`src/hdl/stlb_pkg.sv`:
```
// Shared types and constants for the sorted table lower-bound search block.
// No dependencies; every other file of the block refers to this package by scoped names.
package stlb_pkg;

    // Default table depth and queue depth for the top-level parameters.
    localparam int TABLE_DEPTH_DEF = 1024;
    localparam int QUEUE_DEPTH_DEF = 2;

    // Fixed field widths of the item formats.
    localparam int SLOT_W  = 10;
    localparam int VALUE_W = 64;
    localparam int COUNT_W = 11;
    localparam int POS_W   = 11;

    // Request type codes as they arrive on the input port.
    localparam logic REQ_LOAD  = 1'b0;
    localparam logic REQ_QUERY = 1'b1;

    // Command kinds after classification by the front end.
    typedef enum logic {
        CMD_LOAD  = 1'b0,
        CMD_QUERY = 1'b1
    } cmd_kind_t;

    // Input beat.
    typedef struct packed {
        logic                      req_type;
        logic [SLOT_W-1:0]         slot;
        logic signed [VALUE_W-1:0] value;
    } req_t;

    // Result beat.
    typedef struct packed {
        logic [POS_W-1:0]          position;
        logic                      found;
        logic signed [VALUE_W-1:0] value_at_position;
    } rsp_t;

    // Classified command passed from the front end to the search engine.
    typedef struct packed {
        cmd_kind_t                 kind;
        logic [SLOT_W-1:0]         slot;
        logic signed [VALUE_W-1:0] value;
    } cmd_t;

    // Occupancy status of the command queue.
    typedef struct packed {
        logic full;
        logic empty;
    } queue_stat_t;

endpackage

```
`src/hdl/stlb_front.sv`:
```
// Front end: accepts input beats, holds the element count register and classifies items.
// Depends on stlb_pkg.
module stlb_front #(
    parameter int TABLE_DEPTH = stlb_pkg::TABLE_DEPTH_DEF,
    localparam int CNT_W = $clog2(TABLE_DEPTH + 1)
) (
    input  logic                        clk,
    input  logic                        rst_n,
    input  logic                        push,
    output logic                        full,
    input  stlb_pkg::req_t              req,
    input  logic                        cfg_valid,
    output logic                        cfg_ready,
    input  logic [stlb_pkg::COUNT_W-1:0] cfg_data,
    output logic [CNT_W-1:0]            count_sat,
    output logic                        cmd_valid,
    output stlb_pkg::cmd_t              cmd,
    input  logic                        cmd_ready
);

    logic [stlb_pkg::COUNT_W-1:0] element_count_reg;
    logic                         cmd_valid_reg;
    logic                         cmd_valid_next;
    stlb_pkg::cmd_t               cmd_reg;
    logic                         accept;
    logic                         keep;

    // The configuration register can always be written.
    assign cfg_ready = 1'b1;

    always_ff @(posedge clk or negedge rst_n)
    begin
        if (!rst_n)
        begin
            element_count_reg <= '0;
        end
        else if (cfg_valid)
        begin
            element_count_reg <= cfg_data;
        end
    end

    // Counts above the table depth saturate to the depth.
    assign count_sat = (32'(element_count_reg) > 32'(TABLE_DEPTH)) ?
                       CNT_W'(TABLE_DEPTH) : CNT_W'(element_count_reg);

    // A beat is taken when the stage is empty or drains in this cycle.
    assign full   = cmd_valid_reg && !cmd_ready;
    assign accept = push && !full;

    // Loads that land beyond the table are dropped here; queries always pass.
    assign keep = (req.req_type == stlb_pkg::REQ_QUERY) ||
                  (32'(req.slot) < 32'(TABLE_DEPTH));

    always_comb
    begin
        cmd_valid_next = cmd_valid_reg;
        if (cmd_valid_reg && cmd_ready)
        begin
            cmd_valid_next = 1'b0;
        end
        if (accept && keep)
        begin
            cmd_valid_next = 1'b1;
        end
    end

    always_ff @(posedge clk or negedge rst_n)
    begin
        if (!rst_n)
        begin
            cmd_valid_reg <= 1'b0;
        end
        else
        begin
            cmd_valid_reg <= cmd_valid_next;
        end
    end

    // Command payload, classified from the request type.
    always_ff @(posedge clk)
    begin
        if (accept && keep)
        begin
            cmd_reg.kind  <= (req.req_type == stlb_pkg::REQ_QUERY) ?
                             stlb_pkg::CMD_QUERY : stlb_pkg::CMD_LOAD;
            cmd_reg.slot  <= req.slot;
            cmd_reg.value <= req.value;
        end
    end

    assign cmd_valid = cmd_valid_reg;
    assign cmd       = cmd_reg;

endmodule

```
`config.mk`:
```
export PLATFORM = sky130hd
export DESIGN_NAME = stlb_front
export DESIGN_NICKNAME = d
export VERILOG_FILES = /design/src/hdl/stlb_pkg.sv /design/src/hdl/stlb_front.sv
export SDC_FILE = /design/constraint.sdc
export NUM_CORES = 1
export LEC_CHECK = 0
export BUFFER_PORTS_ARGS = -buffer_cell sky130_fd_sc_hd__buf_2
export CORE_MARGIN = 3
export CORE_UTILIZATION = 38
export DETAILED_ROUTE_END_ITERATION = 6
export PLACE_DENSITY_LB_ADDON = 0.1
export RECOVER_POWER = 50
export SLEW_MARGIN = 20
export SYNTH_ARGS = -nofsm -noshare
export SYNTH_HDL_FRONTEND = slang
export SYNTH_SLANG_ARGS = --single-unit
```
`constraint.sdc`:
```
create_clock -name clk -period 2.4 [get_ports clk]
set_input_delay 0.72 -clock clk [delete_from_list [all_inputs] [get_ports clk]]
set_output_delay 0.72 -clock clk [all_outputs]
set_load 0.05 [all_outputs]
```
==> impl_metrics.toml, run 1 <==
[drt]
first_pass_iters = 4
route.detailed.drc = 0
num_vias = 1720
vias_per_cell = 4.247
drtAntennaViolNets = 0
drt_iter0_markers = 44
wire_per_inst_um = 14.66
wl_mm = 5.938

[setup_path]
worstSetupEndpointType = "flop"
crit_type = "primary input to flop"
cpLargestDelayFamily = "simple AND/OR/NAND/NOR gates"
crit_path_max_incr_delay_ps = 790
critPathMaxFanout = 39
crit_required_ps = 2430
cp-start-kind = "primary input"
critPathBufInv = 2
crit_chain = "buf_2, nand2b_1, and2_0, buf_12"
cp_slowest_cell = "and2_0"
arrival_ps = 2040

[logic_synthesis]
syn-num-nets = 208
synthSimpleGateAreaFrac_pct = 2.874
synth_top_area_share_pct = 79.58
yosys_register_bits = 87
syn_inst = 117
yosys-mux-area-fraction_pct = 5.703
synthAdderAreaFrac_pct = 0
syn_area_mm2 = 0.002830
ys_seq_area_share_pct = 90.19
synth_top_family_by_area = "multiplexers"
netlist_top_cells_area = "edfxtp_1 (80%), dfrtp_1 (11%), mux2_4 (5.3%)"
synth_xor_xnor_area_share_pct = 0
ys_types = 13
yosysWarnings = 0
synth_area_per_cell_um2 = 24.19
synth_top_area_cell = "edfxtp_1"
synth_compound_area_share_pct = 0

[final_layout]
largest_register_ff_count = 75
design_area_mm2 = 0.004030
layout.nets = 395
fin_util_pct = 57.42
fillers = 596
drive_above_1_share_pct = 62.78
diodes = 0
syn_to_final_growth_pct = 42.40

[outcome]
status = "finished, final reports clean"

[power]
p_leak_nw = 1.767
power.density_mw_per_mm2 = 846.3
irDropWorstVdd_mv = 0.4381

[cts]
cts-root-buf = "clkbuf_8"
postCtsResizedCells = 0
cts_setup_buffers = 0
htreeDepth = 3
clock_latency_ps = 330
cts_buffers = 9
cts_hold_buf = 0
path_clk_slew_ps = 80
cts_tree = "yes"
ctsLongestPathBuffers = 2
cts.sinks = 87

[grt]
grt_usage_pct = 13.81
grt_pass1_vias = 1689
grt_start_max_net_pins = 40
grt_overflow = 0
grt_pass1_wl_mm = 8.618
antenna_found_initial = 0

[die]
coreArea_mm2 = 0.007019
rows = 30
die_x_um = 92.30
fp.dieH_um = 92.30
die_area_mm2 = 0.008519
initial_core_util_pct = 40.32
pin_count = 180

[sta]
min_period_over_period_pct = 83.77
max_slew_margin_pct = 33.63
slew_viol_final = 0
worstMarginPinSlew_ps = 995.0
rsz0062_at_grt = "no"
setup_tns_ps = 0
layout_min_cycle_time_ps = 2010
setup_viol = 0
maxClockFrequency_ghz = 0.4974
fin_worst_skew_ps = 4.333
finalHoldViolCount = 0

[placed_design]
io_buffers = 178
postPlaceCellArea_mm2 = 0.003856
dp_hpwl_mm = 4.526
gp_congestion = 0.7175

[min_path]
min_path_type = "primary input to asynchronous set/reset pin"

[job]
cap_viol_max_count = 0
layout by cell type (no fill, tap or decap):
cell type,instances
mux2_1,9
mux2_2,1
dfrtp_1,12
edfxtp_1,75
inv_1,1
clkbuf_8,9
mux2_4,1
bufinv_16,2
conb_1,1
buf_2,176
nor2b_1,10
clkinvlp_4,1
clkbuf_1,4
and2_0,1
inv_6,1
clkinv_2,1
nand2b_1,2
buf_12,2
stage by stage:
step                      instances  power, mW  hold WS, ps  setup slack [ps]
after global placement          389      2.386        491.6             406.8
final                           405      3.411        379.8             389.6
after CTS                       405      3.479        230.3             337.0
after detailed placement        389      2.392        491.3             405.7
after global routing            405      3.556        396.8             237.4
after floorplan                 117      2.213        424.4             159.6
power by group:
part	total [mW]	switching, mW	internal, mW
clock network	1.08	0.488	0.589
registers	1.78	0.0278	1.75
logic	0.558	0.418	0.140
total	3.41	0.934	2.48
synthesized netlist by cell type:
cell type  count
buf_2          1
mux2_4        10
nor2b_1       10
clkbuf_1       1
buf_4          1
mux2_2         1
edfxtp_1      75
buf_6          1
inv_1          1
conb_1         1
and2_1         1
dfrtp_1       12
nand2b_1       2
path summary, 6_finish.rpt:
check,startpoint,to,slack (ps),depth (start not counted)
min in group clk,element_count_reg[1],element_count_reg[1],490,1
max in group asynchronous,rst_n,element_count_reg[6],1590,1
setup / recovery,cmd_ready,cmd[18],390,4
hold reg to reg,element_count_reg[1],element_count_reg[1],490,1
hold / removal,rst_n,element_count_reg[2],380,1
setup reg to reg,cmd_valid,cmd[18],480,3
worst reg2reg max path: stages (launching register included):
cell and delay (ps):
dfrtp_1 380, nand2b_1 100, and2_0 790, buf_12 320
logic make-up after synthesis:
logic type,after synthesis
buffers and inverters,5
DFF,87
muxes,11
other,1
and+or+nand+nor,13
layout make-up:
cell class | count | area [um2] | share of cell area (%)
clock buffers | 11 | 131.4 | 3.260
clock inverters | 5 | 81.33 | 2.018
inverters | 1 | 3.754 | 0.09314
multi-input cells | 25 | 212.7 | 5.278
flip-flops and latches | 87 | 2552 | 63.33
well taps | 96 | 120.1 | 2.980
repair buffers | 180 | 928.4 | 23.04
per-layer routing:
metal,wire length (um),up-vias,track usage [%]
li1,-,811,-
met1,2151,789,15.07
met2,3041,108,23.08
met5,0,-,0
met4,112,0,6.807
met3,633,12,5.849
No activity file was read; power rests on OpenSTA's default activity.
==> inputs of run 2 (changes only) <==
Clock period 2.4 ns to 1.7 ns, I/O delays scaled along.
==> impl_metrics.toml, run 2 (same netlist as run 1, synthesis figures left out) <==
[outcome]
status = "finished, violations left"
violations = "negative setup slack"

[power]
combPwrFrac_pct = 17.4
p_total_mw = 5.192
power.density_mw_per_mm2 = 1212
irDropWorstVdd_mv = 0.5993
p_leak_nw = 1.897
p_int_mw = 3.868
power.switching_mw = 1.324
power_frac_clock_pct = 34.3
swShare_pct = 25.50
pwr-share-seq_pct = 48.3

[drt]
first_pass_iters = 4
wire_per_inst_um = 14.88
drtAntennaViolNets = 0
route.detailed.drc = 0
vias_per_cell = 4.226
num_vias = 1720
wl_mm = 6.055
drt_iter0_markers = 34

[setup_path]
crit_required_ps = 1190
critPathMaxFanout = 6
crit_type = "flop to primary output"
r2r_start = "cmd_valid"
rr_worst_depth = 3
worstSetupEndpointType = "primary output"
cp-start-kind = "flop"
r2r-end = "cmd[46]"
arrival_ps = 1190
ff2ff_setup_slack_ps = 340

[sta]
layout_setup_ws_ps = -2.267
whs_ps = 156.7
finalHoldViolCount = 0
fin_worst_skew_ps = 7.288
max_slew_margin_pct = 46.27
min_period_over_period_pct = 100.1
layout_min_cycle_time_ps = 1702
setup_tns_ps = -2.267
worstMarginPinSlew_ps = 805.9
rsz0062_at_grt = "yes"
slew_viol_final = 0
maxClockFrequency_ghz = 0.5875
setup_viol = 1

[cts]
cts.sinks = 87
cts_tree = "yes"
clock_latency_ps = 330
cts_buffers = 9
cts-root-buf = "clkbuf_8"
htreeDepth = 3
path_clk_slew_ps = 80
ctsLongestPathBuffers = 2

[placed_design]
io_buffers = 178
gp_congestion = 0.7247
dp_hpwl_mm = 4.624
postPlaceCellArea_mm2 = 0.003877

[final_layout]
final_cell_mix = "buf_2 (165), edfxtp_1 (75), dfrtp_1 (10), buf_6 (10), clkbuf_8 (9)"
diodes = 0
mostFrequentLayoutCell = "buf_2"
drive_above_1_share_pct = 69.77
largest_register_ff_count = 75
design_area_mm2 = 0.004283
syn_to_final_growth_pct = 51.33
fin_util_pct = 61.02
layout.nets = 398

[die]
fp.dieH_um = 92.30
coreArea_mm2 = 0.007019
initial_core_util_pct = 40.32
die_x_um = 92.30
pin_count = 180
die_area_mm2 = 0.008519
rows = 30

[grt]
grt_pass1_vias = 1732
grt_pass1_wl_mm = 8.618
grt_overflow = 0
grt_start_max_net_pins = 28
grt_usage_pct = 13.68
antenna_found_initial = 0

[job]
cap_viol_max_count = 0

[min_path]
min_path_type = "primary input to asynchronous set/reset pin"
[run 2: worst max path at each step]
stage / startpoint / endpoint / slack (ps) / cells after the start
after CTS: element_count_reg[10] / count_sat[4] / -10 / 2
final: element_count_reg[10] / count_sat[4] / -2 / 3
after global routing: element_count_reg[10] / count_sat[4] / -50 / 3
after global placement: cmd_ready / full / 130 / 4
after detailed placement: cmd_ready / full / 110 / 4
after floorplan: element_count_reg[10] / count_sat[0] / -40 / 2
[run 2: layer usage]
metal,global-route usage (%),routed length [um]
met1,16.40,2359
met2,20.48,2751
met3,6.174,783
met4,7.673,159
met5,0,0
[run 2: worst max-delay path, stage by stage, from the launching register on]
cell and delay (ps):
dfrtp_2 430, buf_12 160, nor2b_4 110, buf_6 160
[run 2: repair_timing]
item	CTS	global route
resized for setup	14	29
hold buffers	0	0
setup endpoints to repair	11	10
setup buffers	0	2
[run 2: power groups by stage]
stage	combinational, mW	clock, mW	sequential, mW
3_3_place_gp	0.822	0	2.56
5_1_grt	0.946	1.92	2.52
3_5_place_dp	0.830	0	2.56
6_report	0.906	1.78	2.51
2_1_floorplan	0.221	0	2.90
4_1_cts	0.851	1.83	2.51
[run 2: area by class of cell]
| cell class | count | area, um2 |
|---|---|---|
| Clock buffer | 9 | 123.9 |
| Clock inverter | 6 | 133.9 |
| Fill cell | 543 | 2736 |
| Inverter | 1 | 3.754 |
| Multi-Input combinational cell | 25 | 301.5 |
| Sequential cell | 87 | 2555 |
| Tap cell | 96 | 120.1 |
| Timing Repair Buffer | 183 | 1045 |
[run 2: through the flow]
stage / setup slack [ps] / instances
5_1_grt: -50.94 / 407
4_1_cts: -13.21 / 405
2_1_floorplan: -42.79 / 117
3_3_place_gp: 128.4 / 390
3_5_place_dp: 108.1 / 390
6_report: -2.267 / 407
==> inputs of run 3 (changes only) <==
Settings changed: CORE_UTILIZATION 38 to 25.
Clock period 1.7 ns to 1.8 ns, I/O delays scaled along.
==> impl_metrics.toml, run 3 (same netlist as run 1, synthesis figures left out) <==
[outcome]
status = "finished, final reports clean"

[final_layout]
fillers = 1081
diodes = 0
fin_util_pct = 38.62
syn_to_final_growth_pct = 49.20
layout.nets = 395
drive_above_1_share_pct = 63.11
largest_register_ff_count = 75
final_cell_mix = "buf_2 (166), edfxtp_1 (75), dfrtp_1 (11), nor2b_1 (10), buf_4 (10)"
mostFrequentLayoutCell = "buf_2"

[power]
p_int_mw = 3.877
swShare_pct = 25.58
irDropWorstVdd_mv = 0.4507
power.density_mw_per_mm2 = 1234
power.switching_mw = 1.333
p_leak_nw = 1.826
power_frac_clock_pct = 39.8
pwr-share-seq_pct = 45.6
combPwrFrac_pct = 14.6

[setup_path]
ff2ff_setup_slack_ps = 230
r2r_start = "cmd_valid"
arrival_ps = 1170
crit_type = "flop to primary output"
r2r-end = "cmd[31]"
rr_worst_depth = 3
cp-start-kind = "flop"
startpoint = "element_count_reg[10]"
worstSetupEndpointType = "primary output"
crit_required_ps = 1260
crit_path_end = "count_sat[9]"
critPathMaxFanout = 12

[sta]
fin_worst_skew_ps = 7.093
min_period_over_period_pct = 95.20
finalHoldViolCount = 0
max_slew_margin_pct = 54.28
worstMarginPinSlew_ps = 685.8
setup_viol = 0
rsz0062_at_grt = "no"
layout_min_cycle_time_ps = 1714
slew_viol_final = 0
setup_tns_ps = 0
maxClockFrequency_ghz = 0.5835

[drt]
num_vias = 1742
route.detailed.drc = 0
drt_iter0_markers = 52
first_pass_iters = 4
vias_per_cell = 3.880
drtAntennaViolNets = 0
wire_per_inst_um = 15.33
wl_mm = 6.884

[job]
cap_viol_max_count = 0

[die]
rows = 38
pin_count = 180
die_x_um = 112.4
die_area_mm2 = 0.01263
coreArea_mm2 = 0.01094
fp.dieH_um = 112.4
initial_core_util_pct = 25.88

[placed_design]
gp_congestion = 0.7181
dp_hpwl_mm = 5.321
io_buffers = 178

[grt]
grt_start_max_net_pins = 40
grt_overflow = 0
antenna_found_initial = 1
grt_pass1_vias = 1828
grt_usage_pct = 10.70
grt_pass1_wl_mm = 10.10

[cts]
htreeDepth = 3
cts.sinks = 87
cts_buffers = 9
cts_setup_buffers = 0
cts_tree = "yes"
path_clk_slew_ps = 60
ctsLongestPathBuffers = 2
clock_latency_ps = 330
cts-root-buf = "clkbuf_16"

[min_path]
min_path_type = "primary input to asynchronous set/reset pin"
[run 3: cell count changes in the layout (fill, tap and decap cells not counted), sizes merged]
cell / before / now
bufinv: 4 / 3
clkinv: 2 / 4
buf: 180 / 177
[run 3: critical path, cell delays in order, from the launching register on]
cell and delay, ps:
dfrtp_2 480, nor2b_1 150, buf_4 210
[run 3: timing repair]
action / in CTS / in global routing
resized for setup: 10 / 1
hold buffers: 0 / 0
endpoints found under the setup margin: 10 / 11
[run 3: through the flow]
stage	instance area (um2)	total power, mW	setup slack [ps]	hold slack (ps)	std cells
floorplan	2833	2.949	27.21	244.4	117
global placement	3911	3.195	162.6	446.0	433
detailed placement	3911	3.200	150.2	438.2	433
CTS	4273	5.317	21.75	78.11	449
global route	4223	5.409	5.784	262.3	449
finish	4223	5.209	86.33	222.5	449
[run 3: how the worst min path moves through the flow]
| stage | start | endpoint | slack (ps) |
|---|---|---|---|
| floorplan | rst_n | cmd_valid | 240 |
| global placement | rst_n | element_count_reg[10] | 450 |
| detailed placement | rst_n | element_count_reg[0] | 440 |
| CTS | rst_n | element_count_reg[5] | 80 |
| global route | rst_n | element_count_reg[9] | 260 |
| finish | rst_n | element_count_reg[9] | 220 |
[run 3: cell type report]
cell class              count  area, um2  share of cell area [%]
clock inverters             7      111.4                   2.637
flip-flops and latches     87       2554                   60.47
well taps                 140      175.2                   4.148
inverters                   1      3.754                 0.08889
repair buffers            180      940.9                   22.28
multi-input cells          25      212.7                   5.037
clock buffers               9      225.2                   5.333
[run 3: power groups by stage]
stage          Sequential [mW]  Combinational, mW  Clock, mW
2_1_floorplan             2.74              0.209          0
3_3_place_gp              2.42              0.777          0
3_5_place_dp              2.42              0.781          0
4_1_cts                   2.38              0.797       2.14
5_1_grt                   2.39              0.796       2.22
6_report                  2.37              0.759       2.08
[run 3: layer usage]
layer / vias to the layer above / routed length, um / track usage, %
met5: - / 20 / 0
met4: 2 / 138 / 5.288
met3: 15 / 644 / 4.097
met2: 110 / 3357 / 17.64
met1: 803 / 2725 / 12.17
li1: 812 / - / -
