[src/hdl/stlb_pkg.sv]
// Shared types and constants for the sorted table lower-bound search block.
// No dependencies; every other file of the block refers to this package by scoped names.
package stlb_pkg;

    // Default table depth and queue depth for the top-level parameters.
    localparam int TABLE_DEPTH_DEF = 1024;
    localparam int QUEUE_DEPTH_DEF = 2;

    // Fixed field widths of the item formats.
    localparam int SLOT_W  = 10;
    localparam int VALUE_W = 64;
    localparam int COUNT_W = 11;
    localparam int POS_W   = 11;

    // Request type codes as they arrive on the input port.
    localparam logic REQ_LOAD  = 1'b0;
    localparam logic REQ_QUERY = 1'b1;

    // Command kinds after classification by the front end.
    typedef enum logic {
        CMD_LOAD  = 1'b0,
        CMD_QUERY = 1'b1
    } cmd_kind_t;

    // Input beat.
    typedef struct packed {
        logic                      req_type;
        logic [SLOT_W-1:0]         slot;
        logic signed [VALUE_W-1:0] value;
    } req_t;

    // Result beat.
    typedef struct packed {
        logic [POS_W-1:0]          position;
        logic                      found;
        logic signed [VALUE_W-1:0] value_at_position;
    } rsp_t;

    // Classified command passed from the front end to the search engine.
    typedef struct packed {
        cmd_kind_t                 kind;
        logic [SLOT_W-1:0]         slot;
        logic signed [VALUE_W-1:0] value;
    } cmd_t;

    // Occupancy status of the command queue.
    typedef struct packed {
        logic full;
        logic empty;
    } queue_stat_t;

endpackage

[src/hdl/stlb_queue.sv]
// Short command queue that decouples the front end from the search engine.
// Depends on stlb_pkg.
module stlb_queue #(
    parameter int DEPTH = stlb_pkg::QUEUE_DEPTH_DEF
) (
    input  logic                 clk,
    input  logic                 rst_n,
    input  logic                 push,
    input  stlb_pkg::cmd_t       push_cmd,
    input  logic                 pop,
    output stlb_pkg::cmd_t       head_cmd,
    output stlb_pkg::queue_stat_t stat
);

    localparam int PTR_W = (DEPTH > 1) ? $clog2(DEPTH) : 1;
    localparam int OCC_W = $clog2(DEPTH + 1);

    stlb_pkg::cmd_t   entries_reg [DEPTH];
    logic [PTR_W-1:0] wr_ptr_reg;
    logic [PTR_W-1:0] wr_ptr_next;
    logic [PTR_W-1:0] rd_ptr_reg;
    logic [PTR_W-1:0] rd_ptr_next;
    logic [OCC_W-1:0] occ_reg;
    logic [OCC_W-1:0] occ_next;
    logic             wr_en;
    logic             rd_en;

    assign stat.full  = (occ_reg == OCC_W'(DEPTH));
    assign stat.empty = (occ_reg == '0);
    assign wr_en      = push && !stat.full;
    assign rd_en      = pop && !stat.empty;

    // Pointer and occupancy update with wrap at the queue depth.
    always_comb
    begin
        wr_ptr_next = wr_ptr_reg;
        rd_ptr_next = rd_ptr_reg;
        occ_next    = occ_reg;
        if (wr_en)
        begin
            wr_ptr_next = (wr_ptr_reg == PTR_W'(DEPTH - 1)) ? '0 : wr_ptr_reg + 1'b1;
        end
        if (rd_en)
        begin
            rd_ptr_next = (rd_ptr_reg == PTR_W'(DEPTH - 1)) ? '0 : rd_ptr_reg + 1'b1;
        end
        if (wr_en && !rd_en)
        begin
            occ_next = occ_reg + 1'b1;
        end
        else if (rd_en && !wr_en)
        begin
            occ_next = occ_reg - 1'b1;
        end
    end

    always_ff @(posedge clk or negedge rst_n)
    begin
        if (!rst_n)
        begin
            wr_ptr_reg <= '0;
            rd_ptr_reg <= '0;
            occ_reg    <= '0;
        end
        else
        begin
            wr_ptr_reg <= wr_ptr_next;
            rd_ptr_reg <= rd_ptr_next;
            occ_reg    <= occ_next;
        end
    end

    // Entry storage.
    always_ff @(posedge clk)
    begin
        if (wr_en)
        begin
            entries_reg[wr_ptr_reg] <= push_cmd;
        end
    end

    assign head_cmd = entries_reg[rd_ptr_reg];

endmodule

[config.mk]
export PLATFORM = sky130hd
export DESIGN_NAME = stlb_queue
export DESIGN_NICKNAME = d
export VERILOG_FILES = /design/src/hdl/stlb_pkg.sv /design/src/hdl/stlb_queue.sv
export SDC_FILE = /design/constraint.sdc
export NUM_CORES = 1
export LEC_CHECK = 0
export BUFFER_PORTS_ARGS = -buffer_cell sky130_fd_sc_hd__buf_4
export CAP_MARGIN = 0
export CORE_ASPECT_RATIO = 0.75
export CORE_MARGIN = 4
export CORE_UTILIZATION = 52
export DETAILED_ROUTE_END_ITERATION = 10
export PLACE_DENSITY = 0.79
export SLEW_MARGIN = 10
export SYNTH_ARGS = -nofsm -noshare
export SYNTH_HDL_FRONTEND = slang
export SYNTH_SLANG_ARGS = --single-unit
export TNS_END_PERCENT = 10
[constraint.sdc]
create_clock -name clk -period 5.1 [get_ports clk]
set_input_delay 0.255 -clock clk [delete_from_list [all_inputs] [get_ports clk]]
set_output_delay 0.255 -clock clk [all_outputs]
set_load 0.005 [all_outputs]
==> results of run 1 <==
## per-stage QoR
step                      worst slack [ns]  utilization  instances  hold slack [ns]  cell area [um^2]
after floorplan                      0.817            -        252          -0.0406              5760
after global placement                2.60        0.671        538           0.0533              7070
after detailed placement              2.53        0.671        538           0.0554              7070
after CTS                             2.33        0.730        571          0.00984              7690
after global routing                  2.25        0.732        572          0.00766              7710
final                                 2.35        0.732        572           0.0349              7710
## layout make-up
class                   instances  area (um^2)
flip-flops and latches        154         4610
fillers                       647         2820
repair buffers                160         1220
multi-input cells              88         1100
clock buffers                  18          429
clock inverters                14          179
well taps                     136          170
inverters                       2         7.51
## worst max-delay path: cells and delay by family (launching register included)
family / cells / cell delay, ns
buf+inv: 2 / 0.72
flops: 1 / 0.90
mux: 1 / 0.43
## kinds of logic (layout without fill, tap and decap cells)
family,after synthesis,after routing,synth area share
buffers and inverters,10,194,0.0130
and+or+nand+nor,6,6,0.00478
DFF,154,154,0.799
xor gates and xnor gates,5,5,0.00760
adders and majority gates,1,1,0.00217
muxes,75,75,0.173
AOI/OAI and AO/OA,1,1,0.000868
## per-layer routing
layer,track usage,up-vias,part of all wire
met5,0,-,0
met4,0.0471,0,0.0044
met3,0.0853,6,0.10
met2,0.265,128,0.49
met1,0.205,1417,0.40
li1,-,1343,-
## path summary, 6_finish.rpt
kind	slack (ns)	start	endpoint
setup / recovery	2.35	rd_ptr_reg	head_cmd[72]
hold / removal	0.03	push_cmd[60]	entries_reg[1][60]
setup reg to reg	3.19	occ_reg[0]	entries_reg[0][8]
hold reg to reg	0.52	occ_reg[1]	occ_reg[1]
max in group asynchronous	4.80	rst_n	rd_ptr_reg
min in group asynchronous	0.18	rst_n	occ_reg[0]
## power by group
part / total, W / internal, W / switching, W / leakage (nW)
combinational: 0.00128 / 0.000772 / 0.000508 / 1.29
sequential: 0.00189 / 0.00174 / 0.000157 / 1.44
clock: 0.00127 / 0.000813 / 0.000461 / 0.299
total: 0.00445 / 0.00332 / 0.00113 / 3.03
## Yosys cell counts
cell,count,area (um^2)
xnor2_1,3,26.3
buf_4,1,7.51
nor2_1,3,11.3
ha_1,1,12.5
mux2_2,35,394
xor2_1,2,17.5
buf_2,3,15.0
nand2_1,1,3.75
buf_6,4,45.0
edfxtp_1,150,4500
mux2_4,40,601
dfrtp_1,4,100
and3_1,1,6.26
nand2b_1,1,6.26
o21ai_0,1,5.00
inv_1,2,7.51
## timing repair
item	CTS	global route
endpoints found under the setup margin	0	0
hold buffers	1	0
hold endpoints to repair	4	0
==> results.py, run 1 <==
metrics = {
    "flow_run": {
        "maxCapViolations": 0,
    },
    "finish": {
        "final_nets": 503,
        "final_common_cell": "buf_4",
        "largest_reg_flops": 150,
        "antennaDiodeCount": 0,
        "syn_to_final_growth_pct": 33.7,
        "final_layout_size_suffix_gt1_frac": 0.615,
        "final_cell_mix": "buf_4 (158), edfxtp_1 (150), mux2_4 (40)",
    },
    "sta": {
        "fmax_ghz": 0.364,
        "worst_pin_slew_ns": 1.03,
        "timing.slew.headroom": 0.316,
        "fin_worst_skew_ns": 0.00785,
        "finalSetupViolations": 0,
        "finalSetupTns_ns": 0,
        "slew_viol_final": 0,
        "period_minus_slack_ns": 2.75,
        "rsz0062_at_grt": "no",
        "fin_crit_sh": 0.539,
        "hold_violations": 0,
    },
    "power_and_ir_drop": {
        "vdd_drop_max_mv": 0.393,
        "p_leak_nw": 3.03,
        "p_total_w": 0.00445,
        "p_per_area_nw_per_um2": 577,
    },
    "synth": {
        "synth_area_um2": 5760,
        "syn-num-nets": 332,
        "synth-warning-count": 0,
        "synth.distinct_cells": 16,
        "synth-seq-cells": 154,
        "syn_inst": 252,
        "syn_area_per_cell_um2": 22.9,
        "ys_seq_area_frac": 0.799,
    },
    "worst_hold_path": {
        "holdPathStages": 1,
        "hp-class": "input pin to flip-flop",
    },
    "worst_setup_path": {
        "worstPathArrival_ns": 2.49,
        "critPathMostFrequentCell": "buf_4",
        "crit_chain": "buf_4 -> mux2_2 -> buf_4",
        "critical_path.max_stage_delay_ns": 0.90,
        "cp-end-kind": "output pin",
        "cp-start-kind": "flip-flop",
        "critPathSlowestCell": "dfrtp_4",
        "crit_type": "flip-flop to output pin",
        "critical_path.max_fanout": 43,
        "r2r_cells": 4,
        "required_ns": 4.85,
    },
    "global_routing": {
        "first_global_vias": 3089,
        "gr-usage-all-layers": 0.168,
        "antenna_found_initial": 0,
        "grt_pass1_wl_mm": 15.9,
        "grt_max_degree": 76,
        "grt-ovfl-total": 0,
    },
    "detailed_routing": {
        "drt_iter0_drc": 189,
        "vias_per_cell": 5.06,
        "ant_nets": 0,
        "wl_mm": 10.6,
        "num_vias": 2894,
        "routedWlPerCell_um": 18.6,
        "drc": 0,
        "firstDrtPassIters": 4,
    },
    "clocking": {
        "numClockSinks": 154,
        "clkLatencyLatePin_ns": 0.40,
        "root_buffer": "clkbuf_16",
        "cts.htree.levels": 4,
        "clk_path_buf_depth": 2,
        "cts_tree": "yes",
        "clk_pin_slew_worst_paths_ns": 0.06,
        "cts_resized": 0,
        "cts_made_buffers": 17,
        "cts_setup_buffers": 0,
    },
    "floorplanning": {
        "initial_core_util": 0.547,
        "coreArea_um2": 10500,
        "rows": 32,
        "dieHeight_um": 99.2,
        "die_w_um": 130,
        "ios": 156,
        "die_area_um2": 12800,
    },
    "place": {
        "port_buffers": 155,
        "gp_congestion": 0.764,
        "hpwlAfterDp_mm": 7.14,
    },
    "outcome": {
        "outcome": "completed",
    },
}
Power figures use the tool's default switching activity.
==> run 2: changes to the inputs <==
CORE_UTILIZATION = 47   (was 52)
PLACE_DENSITY = 0.76   (was 0.79)
clock period = 2.3 ns   (was 5.1 ns; I/O delays follow)
==> run 2 against run 1 <==
  * Routed wire length increased by 8.2%
  * First-iteration DRC count decreased by 19%
  * Clock power increased by 100%
  * Count of clock-buffer cells in the layout increased by 2
  * Critical path depth unchanged
  * Cell area increased by 10%
  * Clock skew about the same
  * Global-route usage about the same
  * Power increased by 120%
  * Critical path type unchanged
==> results.py, run 2 (synthesis gave the netlist of run 1 again) <==
metrics = {
    "detailed_routing": {
        "num_vias": 3185,
        "firstDrtPassIters": 5,
        "ant_nets": 0,
        "vias_per_cell": 4.73,
        "routedWlPerCell_um": 17.1,
        "drc": 0,
        "drt_iter0_drc": 153,
        "wl_mm": 11.5,
    },
    "floorplanning": {
        "initial_core_util": 0.489,
        "die_w_um": 136,
        "ios": 156,
        "rows": 34,
        "die_area_um2": 14100,
        "dieHeight_um": 104,
        "coreArea_um2": 11800,
    },
    "worst_setup_path": {
        "path_buf_inv": 2,
        "worstPathArrival_ns": 1.92,
        "crit_chain": "buf_4 -> mux2_2 -> buf_4",
        "cp-startpoint": "rd_ptr_reg",
        "required_ns": 2.18,
        "cp-end-kind": "output pin",
        "critPathSlowestCell": "dfrtp_4",
        "critical_path.max_stage_delay_ns": 0.73,
        "crit_type": "flip-flop to output pin",
        "reg2reg_from": "occ_reg[0]",
        "cp_top_family": "flip-flops",
        "cp-start-kind": "flip-flop",
        "critPathMostFrequentCell": "buf_4",
        "critical_path.max_fanout": 31,
    },
    "clocking": {
        "root_buffer": "clkbuf_16",
        "numClockSinks": 154,
        "cts.htree.levels": 4,
        "cts_resized": 0,
        "clk_path_buf_depth": 2,
        "clkLatencyLatePin_ns": 0.40,
        "clk_pin_slew_worst_paths_ns": 0.05,
        "cts_made_buffers": 17,
        "cts_tree": "yes",
    },
    "finish": {
        "seqCellArea_um2": 4610,
        "final_area_um2": 8490,
        "multi_input_area_um2": 1100,
        "largest_reg_flops": 150,
        "final_cell_mix": "buf_4 (159), edfxtp_1 (150), dlygate4sd3_1 (76)",
        "final_common_cell": "buf_4",
        "antennaDiodeCount": 0,
        "fillers": 710,
        "final_layout_size_suffix_gt1_frac": 0.521,
        "syn_to_final_growth_pct": 47.3,
        "final_nets": 582,
    },
    "sta": {
        "hold_violations": 0,
        "slew_viol_final": 0,
        "period_minus_slack_ns": 2.04,
        "fin_worst_skew_ns": 0.00823,
        "worst_pin_slew_ns": 0.471,
        "hold_slack_ns": 0.0538,
        "fin_crit_sh": 0.885,
        "finalWorstSetupSlack_ns": 0.264,
        "fmax_ghz": 0.491,
        "rsz0062_at_grt": "no",
        "finalSetupViolations": 0,
        "timing.slew.headroom": 0.686,
    },
    "place": {
        "hpwlAfterDp_mm": 7.19,
        "pre_cts_ws_ns": 0.670,
        "port_buffers": 155,
        "place_area_um2": 7190,
        "gp_congestion": 0.762,
    },
    "global_routing": {
        "grt-ovfl-total": 0,
        "gr-usage-all-layers": 0.167,
        "antenna_found_initial": 0,
        "grt_pass1_wl_mm": 18.1,
        "first_global_vias": 3486,
        "grt_max_degree": 49,
    },
    "power_and_ir_drop": {
        "p_switching_w": 0.00251,
        "power.share.switching": 0.256,
        "p_per_area_nw_per_um2": 1160,
        "p_leak_nw": 3.34,
        "vdd_drop_max_mv": 0.680,
        "p_int_w": 0.00729,
        "combPwrFrac": 0.319,
        "p_total_w": 0.00981,
        "clkPwrFrac": 0.260,
        "p_seq_frac": 0.421,
    },
    "worst_hold_path": {
        "hp-class": "input pin to asynchronous set/reset pin",
    },
    "outcome": {
        "outcome": "completed",
    },
    "flow_run": {
        "maxCapViolations": 0,
    },
}
[run 2: worst register-to-register path, stage by stage, from the launching register on]
cell      delay, ns
dfrtp_1        0.42
nand2b_1       0.18
and3_4         0.43
buf_12         0.26
[run 2: final timing paths]
check	end	slack [ns]	cells after the start
min reg2reg	occ_reg[1]	0.53	1
min	occ_reg[1]	0.05	2
min in group clk	rd_ptr_reg	0.08	3
max reg2reg	entries_reg[1][8]	0.68	3
max in group asynchronous	rd_ptr_reg	2.13	2
max	head_cmd[52]	0.26	3
[run 2: what timing repair did]
item                                    CTS  global route
endpoints found under the setup margin    0             0
endpoints found under the hold margin   154             0
hold buffers                             76             0
buffers inserted                          0             0
[run 2: final cells by class]
| type | count | share of cell area |
|---|---|---|
| clock buffers | 20 | 0.0514 |
| clock inverters | 9 | 0.0121 |
| inverters | 2 | 0.000884 |
| multi-input cells | 88 | 0.129 |
| flip-flops and latches | 154 | 0.543 |
| well taps | 162 | 0.0239 |
| repair buffers | 239 | 0.240 |
[run 2: per-stage QoR]
| step | utilization | std cells | TNS [ns] |
|---|---|---|---|
| after floorplan | - | 252 | -37.19 |
| after global placement | 0.610 | 569 | 0 |
| after detailed placement | 0.610 | 569 | 0 |
| after CTS | 0.720 | 674 | 0 |
| after global routing | 0.720 | 674 | 0 |
| final | 0.720 | 674 | 0 |
[run 2: metal layers]
metal	wire, um	GRT usage	vias up
met5	0	0	-
li1	-	-	1490
met2	5810	0.282	121
met3	865	0.0633	10
met4	112	0.0460	0
met1	4740	0.202	1564
[run 2: power groups by stage]
stage               registers (W)  clock network (W)  logic, W
finish                    0.00413            0.00255   0.00313
global route              0.00419            0.00274   0.00335
CTS                       0.00413            0.00260   0.00318
detailed placement        0.00419                  0   0.00306
global placement          0.00415                  0   0.00302
floorplan                 0.00404                  0   0.00173
==> run 3: changes to the inputs <==
CORE_UTILIZATION = 25   (was 47)
PLACE_DENSITY = default   (was 0.76)
clock period = 2.4 ns   (was 2.3 ns; I/O delays follow)
==> run 3 against run 2 <==
  * Register-to-register slack got worse by 0.06 ns
  * Via count rose by 0.75%
  * Non-clock buffer count fell by 2
  * Sequential share of layout area fell by 0.98 points
==> results.py, run 3 (synthesis gave the netlist of run 1 again) <==
metrics = {
    "clocking": {
        "clkLatencyLatePin_ns": 0.41,
        "numClockSinks": 154,
        "clk_pin_slew_worst_paths_ns": 0.06,
        "cts_setup_buffers": 0,
        "clk_path_buf_depth": 2,
        "cts.htree.levels": 4,
        "cts_tree": "yes",
        "cts_made_buffers": 17,
        "root_buffer": "clkbuf_16",
    },
    "worst_setup_path": {
        "cp_top_family": "flip-flops",
        "crit_chain": "buf_12 -> mux2_2 -> buf_4",
        "worstPathArrival_ns": 1.69,
        "required_ns": 2.28,
        "critical_path.max_fanout": 41,
        "critical_path.max_stage_delay_ns": 0.44,
        "r2r_setup_slack_ns": 0.62,
        "critPathSlowestCell": "dfrtp_4",
        "path_buf_inv": 2,
        "cp-start-kind": "flip-flop",
        "cp-end-kind": "output pin",
        "crit_type": "flip-flop to output pin",
    },
    "global_routing": {
        "use_met2": 0.162,
        "grt-ovfl-total": 0,
        "antenna_found_initial": 0,
        "grt_pass1_wl_mm": 19.4,
        "first_global_vias": 3647,
        "top_usage_layer": "met2",
        "gr-usage-all-layers": 0.0985,
        "grt_max_degree": 42,
        "use_met1": 0.122,
        "gr-usage-met3": 0.0339,
    },
    "floorplanning": {
        "die_w_um": 183,
        "dieHeight_um": 139,
        "die_area_um2": 25600,
        "initial_core_util": 0.258,
        "coreArea_um2": 22300,
        "rows": 47,
        "ios": 156,
    },
    "place": {
        "port_buffers": 155,
        "gp_congestion": 0.704,
        "hpwlAfterDp_mm": 8.17,
        "pre_cts_ws_ns": 0.631,
        "place_area_um2": 7330,
    },
    "power_and_ir_drop": {
        "p_switching_w": 0.00251,
        "clkPwrFrac": 0.268,
        "p_seq_frac": 0.406,
        "combPwrFrac": 0.327,
        "p_per_area_nw_per_um2": 1100,
        "p_leak_nw": 3.34,
        "p_int_w": 0.00698,
        "power.share.switching": 0.265,
        "vdd_drop_max_mv": 0.446,
    },
    "finish": {
        "final_layout_size_suffix_gt1_frac": 0.521,
        "antennaDiodeCount": 0,
        "final_nets": 580,
        "final_common_cell": "buf_4",
        "largest_reg_flops": 150,
        "final_area_um2": 8640,
        "final_core_utilization": 0.387,
        "final_cell_mix": "buf_4 (158), edfxtp_1 (150), dlygate4sd3_1 (76)",
        "syn_to_final_growth_pct": 50.0,
    },
    "detailed_routing": {
        "routedWlPerCell_um": 15.4,
        "drt_iter0_drc": 122,
        "drc": 0,
        "ant_nets": 0,
        "wl_mm": 12.4,
        "num_vias": 3209,
        "vias_per_cell": 3.98,
        "firstDrtPassIters": 4,
    },
    "sta": {
        "finalSetupViolations": 0,
        "timing.slew.headroom": 0.626,
        "fin_crit_sh": 0.754,
        "period_minus_slack_ns": 1.81,
        "slew_viol_final": 0,
        "fmax_ghz": 0.553,
        "rsz0062_at_grt": "no",
        "fin_worst_skew_ns": 0.00858,
        "hold_violations": 0,
        "finalSetupTns_ns": 0,
        "worst_pin_slew_ns": 0.561,
        "finalWorstSetupSlack_ns": 0.590,
    },
    "outcome": {
        "outcome": "completed",
    },
    "flow_run": {
        "maxCapViolations": 0,
    },
    "worst_hold_path": {
        "hp-class": "input pin to asynchronous set/reset pin",
    },
}
-- run 3: cell count changes in the layout (fill, tap and decap cells not counted), sizes merged --
cell / change
buf: -2
clkinvlp: -1
clkinv: +3
clkbuf: -1
inv: +1
-- run 3: per-stage QoR --
step	hold slack [ns]	cells	power, W
3_5_place_dp	-0.0729	699	0.00698
2_1_floorplan	-0.176	252	0.00554
4_1_cts	0.00811	806	0.00970
3_3_place_gp	-0.0762	699	0.00690
6_report	0.0441	806	0.00949
5_1_grt	0.0171	806	0.0100
-- run 3: cell type report --
| type | instances | area, um^2 |
|---|---|---|
| fillers | 2046 | 13700 |
| flip-flops and latches | 154 | 4610 |
| repair buffers | 237 | 2010 |
| multi-input cells | 88 | 1100 |
| clock buffers | 19 | 433 |
| well taps | 294 | 368 |
| clock inverters | 12 | 125 |
| inverters | 2 | 7.51 |
-- run 3: power groups by stage --
stage	clock (W)	sequential, W	combinational, W
global placement	0	0.00387	0.00302
detailed placement	0	0.00391	0.00307
finish	0.00254	0.00385	0.00310
CTS	0.00264	0.00386	0.00319
global route	0.00275	0.00391	0.00336
floorplan	0	0.00388	0.00166
-- run 3: final timing paths --
| kind | start | to | cells past startpoint |
|---|---|---|---|
| min in group clk | pop | rd_ptr_reg | 3 |
| max | rd_ptr_reg | head_cmd[58] | 3 |
| min | rst_n | occ_reg[0] | 2 |
| min reg2reg | occ_reg[1] | occ_reg[1] | 1 |
| max in group asynchronous | rst_n | rd_ptr_reg | 2 |
| max reg2reg | occ_reg[0] | entries_reg[0][31] | 4 |
-- run 3: routing by layer --
metal | share of wire | vias up | routed length, um
met5 | 0 | - | 0
met1 | 0.44 | 1600 | 5510
li1 | - | 1486 | -
met3 | 0.061 | 11 | 764
met4 | 0.011 | 0 | 138
met2 | 0.48 | 112 | 6010
-- run 3: what timing repair did --
item | in CTS | in global routing
hold buffers | 76 | 0
resized for setup | 0 | 0
setup endpoints to repair | 0 | 0
hold endpoints to repair | 154 | 0
